`src/rtl/hcw_pkg.sv`:
```
package hcw_pkg;

  // default palette size limit
  localparam int MAX_COLORS_DFLT = 64;

  // configuration port
  localparam int CFG_IDX_W  = 3;
  localparam int CFG_DATA_W = 15;

  localparam logic [CFG_IDX_W-1:0] REG_COLOR_COUNT = CFG_IDX_W'(0);
  localparam logic [CFG_IDX_W-1:0] REG_BASE_HUE    = CFG_IDX_W'(1);
  localparam logic [CFG_IDX_W-1:0] REG_SATURATION  = CFG_IDX_W'(2);
  localparam logic [CFG_IDX_W-1:0] REG_LIGHTNESS   = CFG_IDX_W'(3);
  localparam logic [CFG_IDX_W-1:0] REG_ALPHA       = CFG_IDX_W'(4);

  // field widths
  localparam int COUNT_REG_W = 7;
  localparam int HUE_W       = 15;
  localparam int LEVEL_W     = 11;
  localparam int ALPHA_W     = 8;
  localparam int COLOR_W     = 32;
  localparam int IDX_W       = 6;

  // hue in 1/64 degree, full turn and one-unit level in Q1.10
  localparam logic [HUE_W-1:0]   FULL_TURN = 15'd23040;
  localparam logic [LEVEL_W-1:0] ONE_Q10   = 11'd1024;

  // step divider bit counter
  localparam int DIV_CNT_W = $clog2(HUE_W);

  // job queue depth between front and back
  localparam int JOB_Q_DEPTH = 2;

  // one palette job, already clamped and reduced
  typedef struct packed {
    logic [HUE_W-1:0]   hue_start;
    logic [HUE_W-1:0]   step;
    logic [LEVEL_W-1:0] saturation;
    logic [LEVEL_W-1:0] lightness;
    logic [ALPHA_W-1:0] alpha;
  } job_t;

endpackage

```
`src/rtl/hsl_color_wheel_generator_unit.sv`:
```
// Channel   Signals                                  Transfer when
// --------  ---------------------------------------  ---------------------
// in        in_valid, in_ready, start_req            in_valid & in_ready
// out       out_valid, out_ready, color/index/last   out_valid & out_ready
// config    wr_en, wr_index, wr_data                 wr_en (no wait)
//
// A start transfer keeps in_ready low while the divider runs its 15 steps for
// the hue step and until the push into the 2-entry job queue; the back pops a
// job once idle with its pipeline empty, passes through the B_CHROMA, B_LEVEL
// and B_SCALE setup states, then emits one color per cycle while out_ready
// allows, through 3 stages. Division overlaps emission of the previous job.
// rst (synchronous) restores defaults, empties the queue; low out_ready stalls.
module hsl_color_wheel_generator_unit #(
  parameter int MAX_COLORS = hcw_pkg::MAX_COLORS_DFLT
) (
  input  logic                           clk,
  input  logic                           rst,
  // configuration writes
  input  logic                           wr_en,
  input  logic [hcw_pkg::CFG_IDX_W-1:0]  wr_index,
  input  logic [hcw_pkg::CFG_DATA_W-1:0] wr_data,
  // start requests
  input  logic                           in_valid,
  output logic                           in_ready,
  input  logic                           start_req,
  // palette colors
  output logic                           out_valid,
  input  logic                           out_ready,
  output logic [hcw_pkg::COLOR_W-1:0]    color,
  output logic [hcw_pkg::IDX_W-1:0]      index,
  output logic                           last
);
  import hcw_pkg::*;

  // count must hold MAX_COLORS itself
  localparam int CNT_W = $clog2(MAX_COLORS + 1);
  localparam int JOB_W = $bits(job_t) + CNT_W;

  // front -> queue
  logic             push_valid;
  logic             push_ready;
  job_t             push_job;
  logic [CNT_W-1:0] push_count;

  // queue -> back
  logic             pop_valid;
  logic             pop_ready;
  logic [JOB_W-1:0] pop_data;
  job_t             pop_job;
  logic [CNT_W-1:0] pop_count;

  // front: config registers, request filtering, clamping and step divide
  hcw_front #(
    .MAX_COLORS (MAX_COLORS)
  ) u_front (
    .clk        (clk),
    .rst        (rst),
    .wr_en      (wr_en),
    .wr_index   (wr_index),
    .wr_data    (wr_data),
    .in_valid   (in_valid),
    .in_ready   (in_ready),
    .start_req  (start_req),
    .push_valid (push_valid),
    .push_ready (push_ready),
    .push_job   (push_job),
    .push_count (push_count)
  );

  // short job queue decoupling the divider from color emission
  hcw_job_fifo #(
    .DATA_W (JOB_W),
    .DEPTH  (JOB_Q_DEPTH)
  ) u_job_q (
    .clk        (clk),
    .rst        (rst),
    .push_valid (push_valid),
    .push_ready (push_ready),
    .push_data  ({push_job, push_count}),
    .pop_valid  (pop_valid),
    .pop_ready  (pop_ready),
    .pop_data   (pop_data)
  );

  assign pop_job   = pop_data[JOB_W-1:CNT_W];
  assign pop_count = pop_data[CNT_W-1:0];

  // back: per-palette chroma/offset setup, then hue walk and color pipeline
  hcw_back #(
    .MAX_COLORS (MAX_COLORS)
  ) u_back (
    .clk       (clk),
    .rst       (rst),
    .pop_valid (pop_valid),
    .pop_ready (pop_ready),
    .pop_job   (pop_job),
    .pop_count (pop_count),
    .out_valid (out_valid),
    .out_ready (out_ready),
    .color     (color),
    .index     (index),
    .last      (last)
  );

endmodule

```
`src/rtl/hcw_front.sv`:
```
module hcw_front #(
  parameter int MAX_COLORS = hcw_pkg::MAX_COLORS_DFLT
) (
  input  logic                         clk,
  input  logic                         rst,
  input  logic                         wr_en,
  input  logic [hcw_pkg::CFG_IDX_W-1:0]  wr_index,
  input  logic [hcw_pkg::CFG_DATA_W-1:0] wr_data,
  input  logic                         in_valid,
  output logic                         in_ready,
  input  logic                         start_req,
  output logic                         push_valid,
  input  logic                         push_ready,
  output hcw_pkg::job_t                push_job,
  output logic [$clog2(MAX_COLORS+1)-1:0] push_count
);
  import hcw_pkg::*;

  localparam int CNT_W = $clog2(MAX_COLORS + 1);

  typedef enum logic [2:0] {
    F_IDLE = 3'b001,
    F_DIV  = 3'b010,
    F_PUSH = 3'b100
  } front_state_t;

  front_state_t state;

  // configuration registers
  logic [COUNT_REG_W-1:0] reg_count;
  logic [HUE_W-1:0]       reg_base;
  logic [LEVEL_W-1:0]     reg_sat;
  logic [LEVEL_W-1:0]     reg_light;
  logic [ALPHA_W-1:0]     reg_alpha;

  // latched job
  logic [CNT_W-1:0]   count;
  logic [HUE_W-1:0]   base;
  logic [LEVEL_W-1:0] sat;
  logic [LEVEL_W-1:0] light;
  logic [ALPHA_W-1:0] alpha;

  // restoring divider for the hue step
  logic [CNT_W-1:0]     div_rem;
  logic [HUE_W-1:0]     div_quo;
  logic [DIV_CNT_W-1:0] div_bit;
  logic [CNT_W:0]       rem_sh;
  logic                 rem_ge;

  logic             accept;
  logic [CNT_W-1:0] count_sat;

  assign in_ready = (state == F_IDLE);
  assign accept   = in_valid && in_ready;

  always_comb begin
    if (32'(reg_count) > 32'(MAX_COLORS)) begin
      count_sat = CNT_W'(MAX_COLORS);
    end else begin
      count_sat = CNT_W'(reg_count);
    end
  end

  assign rem_sh = {div_rem, FULL_TURN[div_bit]};
  assign rem_ge = (rem_sh >= {1'b0, count});

  always_ff @(posedge clk) begin
    if (rst) begin
      reg_count <= COUNT_REG_W'(1);
      reg_base  <= '0;
      reg_sat   <= ONE_Q10;
      reg_light <= LEVEL_W'(512);
      reg_alpha <= '1;
    end else if (wr_en) begin
      case (wr_index)
        REG_COLOR_COUNT: reg_count <= wr_data[COUNT_REG_W-1:0];
        REG_BASE_HUE:    reg_base  <= wr_data[HUE_W-1:0];
        REG_SATURATION:  reg_sat   <= wr_data[LEVEL_W-1:0];
        REG_LIGHTNESS:   reg_light <= wr_data[LEVEL_W-1:0];
        REG_ALPHA:       reg_alpha <= wr_data[ALPHA_W-1:0];
        default: ;
      endcase
    end
  end

  always_ff @(posedge clk) begin
    if (rst) begin
      state <= F_IDLE;
    end else begin
      case (state)
        F_IDLE: begin
          // zero requests and empty palettes are dropped here
          if (accept && start_req && (reg_count != '0)) begin
            state <= F_DIV;
          end
        end
        F_DIV: begin
          if (div_bit == '0) begin
            state <= F_PUSH;
          end
        end
        F_PUSH: begin
          if (push_ready) begin
            state <= F_IDLE;
          end
        end
        default: state <= F_IDLE;
      endcase
    end
  end

  always_ff @(posedge clk) begin
    if (accept) begin
      count   <= count_sat;
      base    <= (reg_base >= FULL_TURN) ? reg_base - FULL_TURN : reg_base;
      sat     <= (reg_sat > ONE_Q10) ? ONE_Q10 : reg_sat;
      light   <= (reg_light > ONE_Q10) ? ONE_Q10 : reg_light;
      alpha   <= reg_alpha;
      div_rem <= '0;
      div_quo <= '0;
      div_bit <= DIV_CNT_W'(HUE_W - 1);
    end else if (state == F_DIV) begin
      div_rem <= rem_ge ? CNT_W'(rem_sh - {1'b0, count}) : CNT_W'(rem_sh);
      div_quo <= {div_quo[HUE_W-2:0], rem_ge};
      div_bit <= div_bit - DIV_CNT_W'(1);
    end
  end

  assign push_valid          = (state == F_PUSH);
  assign push_count          = count;
  assign push_job.hue_start  = base;
  assign push_job.step       = div_quo;
  assign push_job.saturation = sat;
  assign push_job.lightness  = light;
  assign push_job.alpha      = alpha;

endmodule

```
`src/rtl/hcw_job_fifo.sv`:
```
module hcw_job_fifo #(
  parameter int DATA_W = 8,
  parameter int DEPTH  = hcw_pkg::JOB_Q_DEPTH
) (
  input  logic              clk,
  input  logic              rst,
  input  logic              push_valid,
  output logic              push_ready,
  input  logic [DATA_W-1:0] push_data,
  output logic              pop_valid,
  input  logic              pop_ready,
  output logic [DATA_W-1:0] pop_data
);
  import hcw_pkg::*;

  localparam int PTR_W = (DEPTH > 1) ? $clog2(DEPTH) : 1;
  localparam int CNT_W = $clog2(DEPTH + 1);

  logic [DATA_W-1:0] slots [DEPTH];
  logic [PTR_W-1:0]  wr_ptr;
  logic [PTR_W-1:0]  rd_ptr;
  logic [CNT_W-1:0]  fill;
  logic              do_push;
  logic              do_pop;

  assign push_ready = (fill != CNT_W'(DEPTH));
  assign pop_valid  = (fill != '0);
  assign do_push    = push_valid && push_ready;
  assign do_pop     = pop_valid && pop_ready;
  assign pop_data   = slots[rd_ptr];

  always_ff @(posedge clk) begin
    if (do_push) begin
      slots[wr_ptr] <= push_data;
    end
  end

  always_ff @(posedge clk) begin
    if (rst) begin
      wr_ptr <= '0;
      rd_ptr <= '0;
      fill   <= '0;
    end else begin
      if (do_push) begin
        wr_ptr <= (wr_ptr == PTR_W'(DEPTH - 1)) ? '0 : wr_ptr + PTR_W'(1);
      end
      if (do_pop) begin
        rd_ptr <= (rd_ptr == PTR_W'(DEPTH - 1)) ? '0 : rd_ptr + PTR_W'(1);
      end
      if (do_push && !do_pop) begin
        fill <= fill + CNT_W'(1);
      end else if (do_pop && !do_push) begin
        fill <= fill - CNT_W'(1);
      end
    end
  end

endmodule

```
`src/rtl/hcw_back.sv`:
```
module hcw_back #(
  parameter int MAX_COLORS = hcw_pkg::MAX_COLORS_DFLT
) (
  input  logic                            clk,
  input  logic                            rst,
  input  logic                            pop_valid,
  output logic                            pop_ready,
  input  hcw_pkg::job_t                   pop_job,
  input  logic [$clog2(MAX_COLORS+1)-1:0] pop_count,
  output logic                            out_valid,
  input  logic                            out_ready,
  output logic [hcw_pkg::COLOR_W-1:0]     color,
  output logic [hcw_pkg::IDX_W-1:0]       index,
  output logic                            last
);
  import hcw_pkg::*;

  localparam int CNT_W    = $clog2(MAX_COLORS + 1);
  localparam int CHROMA_W = 21;   // up to 2^20
  localparam int LVL_W    = 22;   // 2048 * lightness, up to 2^21
  localparam int SCL_W    = 30;   // 255 * level
  localparam int G_W      = 12;   // position within a sector, 0..3840
  localparam int PROD_W   = 32;

  localparam logic [G_W-1:0] SECTOR_SPAN = 12'd3840;

  typedef enum logic [4:0] {
    B_IDLE   = 5'b00001,
    B_CHROMA = 5'b00010,
    B_LEVEL  = 5'b00100,
    B_SCALE  = 5'b01000,
    B_RUN    = 5'b10000
  } back_state_t;

  // 60 degree sectors of the wheel
  typedef enum logic [2:0] {
    SEC_RED_YEL = 3'd0,
    SEC_YEL_GRN = 3'd1,
    SEC_GRN_CYN = 3'd2,
    SEC_CYN_BLU = 3'd3,
    SEC_BLU_MAG = 3'd4,
    SEC_MAG_RED = 3'd5
  } sector_t;

  back_state_t state;
  job_t        job;
  logic [CNT_W-1:0] cnt;
  logic [CNT_W-1:0] pos;
  logic [HUE_W-1:0] hue;

  // per-job terms
  logic [CHROMA_W-1:0] chroma;
  logic [LVL_W-1:0]    mval;     // 2048*L - C
  logic [LVL_W-1:0]    csum;     // 2048*L + C
  logic [SCL_W-1:0]    m255;
  logic [7:0]          byte_c;
  logic [7:0]          byte_0;

  // pipeline
  logic             s0_valid;
  sector_t          s0_sector;
  logic [G_W-1:0]   s0_g;
  logic [IDX_W-1:0] s0_index;
  logic             s0_last;
  logic              s1_valid;
  sector_t           s1_sector;
  logic [PROD_W-1:0] s1_prod;
  logic [IDX_W-1:0]  s1_index;
  logic              s1_last;

  logic en;
  logic issue;

  // setup terms
  logic [LEVEL_W:0]   two_l;
  logic [LEVEL_W:0]   lvl_dev;
  logic [LEVEL_W-1:0] span;
  logic [LVL_W-1:0]   lx;

  // hue decomposition
  sector_t          sect;
  logic [HUE_W-1:0] sect_base;
  logic [G_W-1:0]   frac;
  logic [G_W-1:0]   g_val;
  logic [HUE_W:0]   hue_sum;
  logic [HUE_W-1:0] hue_next;

  // secondary channel
  logic [PROD_W+4:0] x17;
  logic [SCL_W-1:0]  xsum;
  logic [7:0]        byte_x;
  logic [7:0]        red;
  logic [7:0]        grn;
  logic [7:0]        blu;

  assign en        = !out_valid || out_ready;
  assign issue     = (state == B_RUN) && en;
  assign pop_ready = (state == B_IDLE) && !s0_valid && !s1_valid;

  assign two_l   = {job.lightness, 1'b0};
  assign lvl_dev = (two_l >= (LEVEL_W + 1)'(ONE_Q10)) ? two_l - (LEVEL_W + 1)'(ONE_Q10)
                                                      : (LEVEL_W + 1)'(ONE_Q10) - two_l;
  assign span    = LEVEL_W'((LEVEL_W + 1)'(ONE_Q10) - lvl_dev);
  assign lx      = {job.lightness, 11'b0};

  always_comb begin
    if (hue >= 15'd19200) begin
      sect = SEC_MAG_RED;
      sect_base = 15'd19200;
    end else if (hue >= 15'd15360) begin
      sect = SEC_BLU_MAG;
      sect_base = 15'd15360;
    end else if (hue >= 15'd11520) begin
      sect = SEC_CYN_BLU;
      sect_base = 15'd11520;
    end else if (hue >= 15'd7680) begin
      sect = SEC_GRN_CYN;
      sect_base = 15'd7680;
    end else if (hue >= 15'd3840) begin
      sect = SEC_YEL_GRN;
      sect_base = 15'd3840;
    end else begin
      sect = SEC_RED_YEL;
      sect_base = '0;
    end
    frac  = G_W'(hue - sect_base);
    // falling edge of x in odd sectors
    g_val = sect[0] ? SECTOR_SPAN - frac : frac;
  end

  assign hue_sum  = (HUE_W + 1)'(hue) + (HUE_W + 1)'(job.step);
  assign hue_next = (hue_sum >= (HUE_W + 1)'(FULL_TURN)) ?
                    HUE_W'(hue_sum - (HUE_W + 1)'(FULL_TURN)) : HUE_W'(hue_sum);

  always_ff @(posedge clk) begin
    if (rst) begin
      state <= B_IDLE;
    end else begin
      case (state)
        B_IDLE:   if (pop_valid && pop_ready) state <= B_CHROMA;
        B_CHROMA: state <= B_LEVEL;
        B_LEVEL:  state <= B_SCALE;
        B_SCALE:  state <= B_RUN;
        B_RUN: begin
          if (en && (pos == cnt - CNT_W'(1))) begin
            state <= B_IDLE;
          end
        end
        default: state <= B_IDLE;
      endcase
    end
  end

  always_ff @(posedge clk) begin
    if (pop_valid && pop_ready) begin
      job <= pop_job;
      cnt <= pop_count;
    end
    if (state == B_CHROMA) begin
      chroma <= CHROMA_W'((2 * LEVEL_W)'(span) * (2 * LEVEL_W)'(job.saturation));
    end
    if (state == B_LEVEL) begin
      mval <= (lx >= LVL_W'(chroma)) ? lx - LVL_W'(chroma) : '0;
      csum <= lx + LVL_W'(chroma);
    end
    if (state == B_SCALE) begin
      m255   <= SCL_W'({mval, 8'b0}) - SCL_W'(mval);
      byte_0 <= 8'(SCL_W'(SCL_W'({mval, 8'b0}) - SCL_W'(mval)) >> 21);
      byte_c <= 8'(SCL_W'(SCL_W'({csum, 8'b0}) - SCL_W'(csum)) >> 21);
      hue    <= job.hue_start;
      pos    <= '0;
    end else if (issue) begin
      hue <= hue_next;
      pos <= pos + CNT_W'(1);
    end
  end

  // stage 0: sector split, stage 1: C*g, then the output register
  always_ff @(posedge clk) begin
    if (rst) begin
      s0_valid  <= 1'b0;
      s1_valid  <= 1'b0;
      out_valid <= 1'b0;
    end else if (en) begin
      s0_valid  <= (state == B_RUN);
      s1_valid  <= s0_valid;
      out_valid <= s1_valid;
    end
  end

  assign x17    = (PROD_W + 5)'({s1_prod, 4'b0}) + (PROD_W + 5)'(s1_prod);
  assign xsum   = m255 + SCL_W'(x17 >> 7);
  assign byte_x = xsum[28:21];

  always_comb begin
    case (s1_sector)
      SEC_RED_YEL: begin red = byte_c; grn = byte_x; blu = byte_0; end
      SEC_YEL_GRN: begin red = byte_x; grn = byte_c; blu = byte_0; end
      SEC_GRN_CYN: begin red = byte_0; grn = byte_c; blu = byte_x; end
      SEC_CYN_BLU: begin red = byte_0; grn = byte_x; blu = byte_c; end
      SEC_BLU_MAG: begin red = byte_x; grn = byte_0; blu = byte_c; end
      default:     begin red = byte_c; grn = byte_0; blu = byte_x; end
    endcase
  end

  always_ff @(posedge clk) begin
    if (en) begin
      s0_sector <= sect;
      s0_g      <= g_val;
      s0_index  <= IDX_W'(pos);
      s0_last   <= (pos == cnt - CNT_W'(1));
      s1_sector <= s0_sector;
      s1_prod   <= PROD_W'(PROD_W'(chroma) * PROD_W'(s0_g));
      s1_index  <= s0_index;
      s1_last   <= s0_last;
      color     <= {job.alpha, red, grn, blu};
      index     <= s1_index;
      last      <= s1_last;
    end
  end

endmodule
```
`config.mk`:
```
export PLATFORM = sky130hd
export DESIGN_NAME = hsl_color_wheel_generator_unit
export DESIGN_NICKNAME = d
export VERILOG_FILES = /design/src/rtl/hcw_pkg.sv /design/src/rtl/hsl_color_wheel_generator_unit.sv /design/src/rtl/hcw_front.sv /design/src/rtl/hcw_job_fifo.sv /design/src/rtl/hcw_back.sv
export SDC_FILE = /design/constraint.sdc
export NUM_CORES = 2
export LEC_CHECK = 0
export BUFFER_PORTS_ARGS = -buffer_cell sky130_fd_sc_hd__buf_2
export CORE_MARGIN = 4
export CORE_UTILIZATION = 40
export CTS_CLUSTER_SIZE = 10
export DETAILED_ROUTE_END_ITERATION = 8
export PLACE_DENSITY_LB_ADDON = 0.08
export SKIP_LAST_GASP = 1
export SLEW_MARGIN = 20
export SYNTH_ARGS = -nofsm -noshare
export SYNTH_HDL_FRONTEND = slang
export SYNTH_SLANG_ARGS = --single-unit
```
`constraint.sdc`:
```
create_clock -name clk -period 13.6 [get_ports clk]
set_input_delay 4.08 -clock clk [delete_from_list [all_inputs] [get_ports clk]]
set_output_delay 4.08 -clock clk [all_outputs]
set_load 0.005 [all_outputs]
```
==> summary.md <==
| Metric | Value |
|---|---|
| H-tree lvl count | 3 |
| Antenna violations before repair | 0 |
| Core Area | roughly 0.092 mm^2 |
| Initial drt markers | 1370 |
| Area leader, netlist | edfxtp_1 |
| Core Util, Final | 44.6% |
| EDFF count, synth | around 470 |
| Crit path buf inv count | 4 |
| Largest net degree at the start of global routing | between 60 and 70 |
| CTS buffer count | approximately 70 |
| Worst hold margin | a little over 400 ps |
| Max Cap Viol | 0 |
| Clk_lat worst skew | slightly above 600 ps |
| Worst setup margin | roughly 5600 ps |
| Layout area overhead | 10.2% |
| Routed vias | 24700 |
| Clock transition at the registers of the reported paths | approximately 60 ps |
| CP max FO | 18 |
| Worst min-delay path class | flip-flop to flip-flop |
| FF-to-FF setup slack | 5650 ps |
| Endpoints failing hold | 0 |
| Num ports | 65 |
| Most frequent CP cell | fa_1 |
| Die Ht | 313 um |
| Synth top area cells | edfxtp_1 38%, fa_1 14%, ha_1 8.6% |
| Cells along the critical path | inv_1 > ha_1 > nor3_1 > xnor2_1 > and3_1 > and3b_1 > xor2_1 > nand2_1 > fa_1 > inv_1 > fa_1 > fa_1 > fa_1 > inv_1 > fa_1 > inv_1 > ha_1 > and3_1 > a211oi_1 > nor3_1 > or4_1 > a21oi_1 > xnor2_1 |
| Worst setup SP type | flip-flop |
| Synth Area per Inst | around 11 um^2 |
| # Post-CTS Setup Buffers | 0 |
| Slowest cell on crit path | xor2_1 |
| Slew headroom | a little over a quarter |
| Synth Instances | roughly 3500 |
| Vias in the first global route | roughly 26000 |
| Final #Nets | ~4000 |
| WS Path Type | flip-flop to flip-flop |
| Initial Utilization | 40.5% |
| Share of the synthesized area in the top cell type | approximately 38% |
| Vias/cell | between 5 and 6 |
| Routed len/inst | around 18 um |
| Post_cts resized | 0 |
| CP arrival | roughly 8300 ps |
| Peak Freq | around 0.13 GHz |
| Yosys cell types | 74 |
| Fraction of layout cells with a size suffix above 1 | 7.92% |
| CP peak stage delay | 790 ps |
| CP Data Required Time | between 10000 and 15000 ps |
| Ys flop type | edfxtp_1 |
| CTS root buf | clkbuf_16 |
| Status | finished, final reports clean |
| GPL Wtd Cong | between 0.8 and 0.9 |
| First drt pass iteration count | 5 |
| Final Setup Violations | 0 |
| Detailed Place HPWL | approximately 65 mm |
| Setup TNS | 0 ps |
| Hold_buf cts | 0 |
| RSZ-0062 raised after global routing | no |
| Row Count | approximately 110 |
| Synthesized cell area | between 0.03 and 0.04 mm^2 |
| Top Family by Delay on Critical Path | adder cells |
| Crit end category | flip-flop |
| Num Clock Sinks | approximately 570 |
| Final setup skew | a little under 20 ps |
| Final worst path period share | between 50 and 60% |
| Drc violations | 0 |
| Slew at the pin closest to its max-slew limit | around 1100 ps |
| Synth warnings | 0 |
| Port Buf Inserts | 64 |
| Max Root-Sink Buffers | 3 |
| Grt ovf | 0 |
| Final Max Slew Viols | 0 |
| Yosys reg bits | 569 |
| Routed Antenna Nets | 0 |
| All-Layer GR Usage | 18.0% |
| TritonCTS clock tree | done |
| Pre-CTS setup slack | ~5700 ps |
| Die area | 0.0982 mm^2 |
| Die X | about 310 um |
| Routed wire length | approximately 90 mm |
| Seq/Total Area, Yosys | a little over two fifths |
| Global-route wire length before repair | 141 mm |
| Syn nets | 3989 |
| Synth async-reset ratio | 0% |
| Layout fillers | ~8600 |
| Period minus WS final | a little under 8000 ps |
[layout make-up]
class / count / area (um^2) / share of cell area (%)
tap: 1243 / 1560 / 3.79
clock inverter: 16 / 168 / 0.408
sequential: 569 / 16100 / 39.1
multi-input combinational: 2389 / 19400 / 47.2
inverter: 374 / 1410 / 3.42
timing repair buffer: 90 / 518 / 1.26
antenna: 1 / 2.50 / 0.00609
clock buffer: 110 / 1950 / 4.76
[synthesized netlist by cell type, types with 42 or more instances]
cell and number:
and2_1 129, fa_1 253, mux2_2 73, a21oi_1 190
nand2_1 442, xnor2_1 120, nor2_1 189, a21o_1 46
o21ai_0 83, xor2_1 67, nand3_1 42, dfxtp_1 101
inv_1 373, ha_1 257, clkbuf_1 113, edfxtp_1 468
nor3_1 44, nor2b_1 79
[cells in the final DEF (no fill, tap or decap), types with 63 or more instances in the layout]
| cell | Yosys | final |
|---|---|---|
| a21oi_1 | 190 | 190 |
| and2_1 | 129 | 128 |
| buf_2 | 0 | 63 |
| clkbuf_16 | 0 | 72 |
| dfxtp_1 | 101 | 100 |
| edfxtp_1 | 468 | 468 |
| fa_1 | 253 | 253 |
| ha_1 | 257 | 257 |
| inv_1 | 373 | 370 |
| mux2_2 | 73 | 73 |
| nand2_1 | 442 | 442 |
| nor2_1 | 189 | 187 |
| nor2b_1 | 79 | 78 |
| o21ai_0 | 83 | 82 |
| xnor2_1 | 120 | 118 |
| xor2_1 | 67 | 67 |
[path summary, 6_finish.rpt]
path                             to  cells past startpoint     startpoint
hold reg to reg    u_back.color[25]                      0  u_back.job[1]
hold / removal     u_back.color[25]                      0  u_back.job[1]
setup reg to reg  u_back.chroma[19]                     23  u_back.job[8]
setup / recovery  u_back.chroma[19]                     23  u_back.job[8]
[per-stage QoR]
stage	cells	cell area (um^2)
floorplan	3455	37300
global placement	4665	38900
detailed placement	4665	38900
CTS	4791	41100
global route	4791	41100
finish	4792	41100
[state kept, by name, summed over array words and instances, names as in the netlist, 12 cells and up]
name              flops
u_back.job           60
u_back.csum          21
u_front.base         15
u_back.s0_g          12
u_back.chroma        20
u_job_q.slots       134
u_front.div_quo      15
u_back.color         32
u_back.s1_prod       31
u_front.reg_base     15
u_back.m255          20
u_back.mval          21
u_back.hue           15
[metal layers]
metal  share of wire, %  up-vias  track usage [%]
li1                   -    11900                -
met1                 44    12100             23.0
met2                 50      526             32.0
met3                3.9      140             2.33
met4                2.6        0             5.36
met5                  0        -                0
[cell families (layout without fill, tap and decap cells)]
group | count (synthesis) | after routing | synth area share [%]
XOR/XNOR | 187 | 187 | 4.39
AND/OR/NAND/NOR | 1098 | 1098 | 14.1
adder cells (fa/ha/maj) | 510 | 510 | 22.2
multiplexers | 86 | 86 | 2.55
other | 0 | 1 | 0
AO/OA/AOI/OAI | 508 | 508 | 8.58
flip-flops | 569 | 569 | 43.1
buffers and inverters | 497 | 590 | 5.00
Power is not shown: default switching activity piles up to over one toggle a cycle in this logic, so the estimate is an artifact.
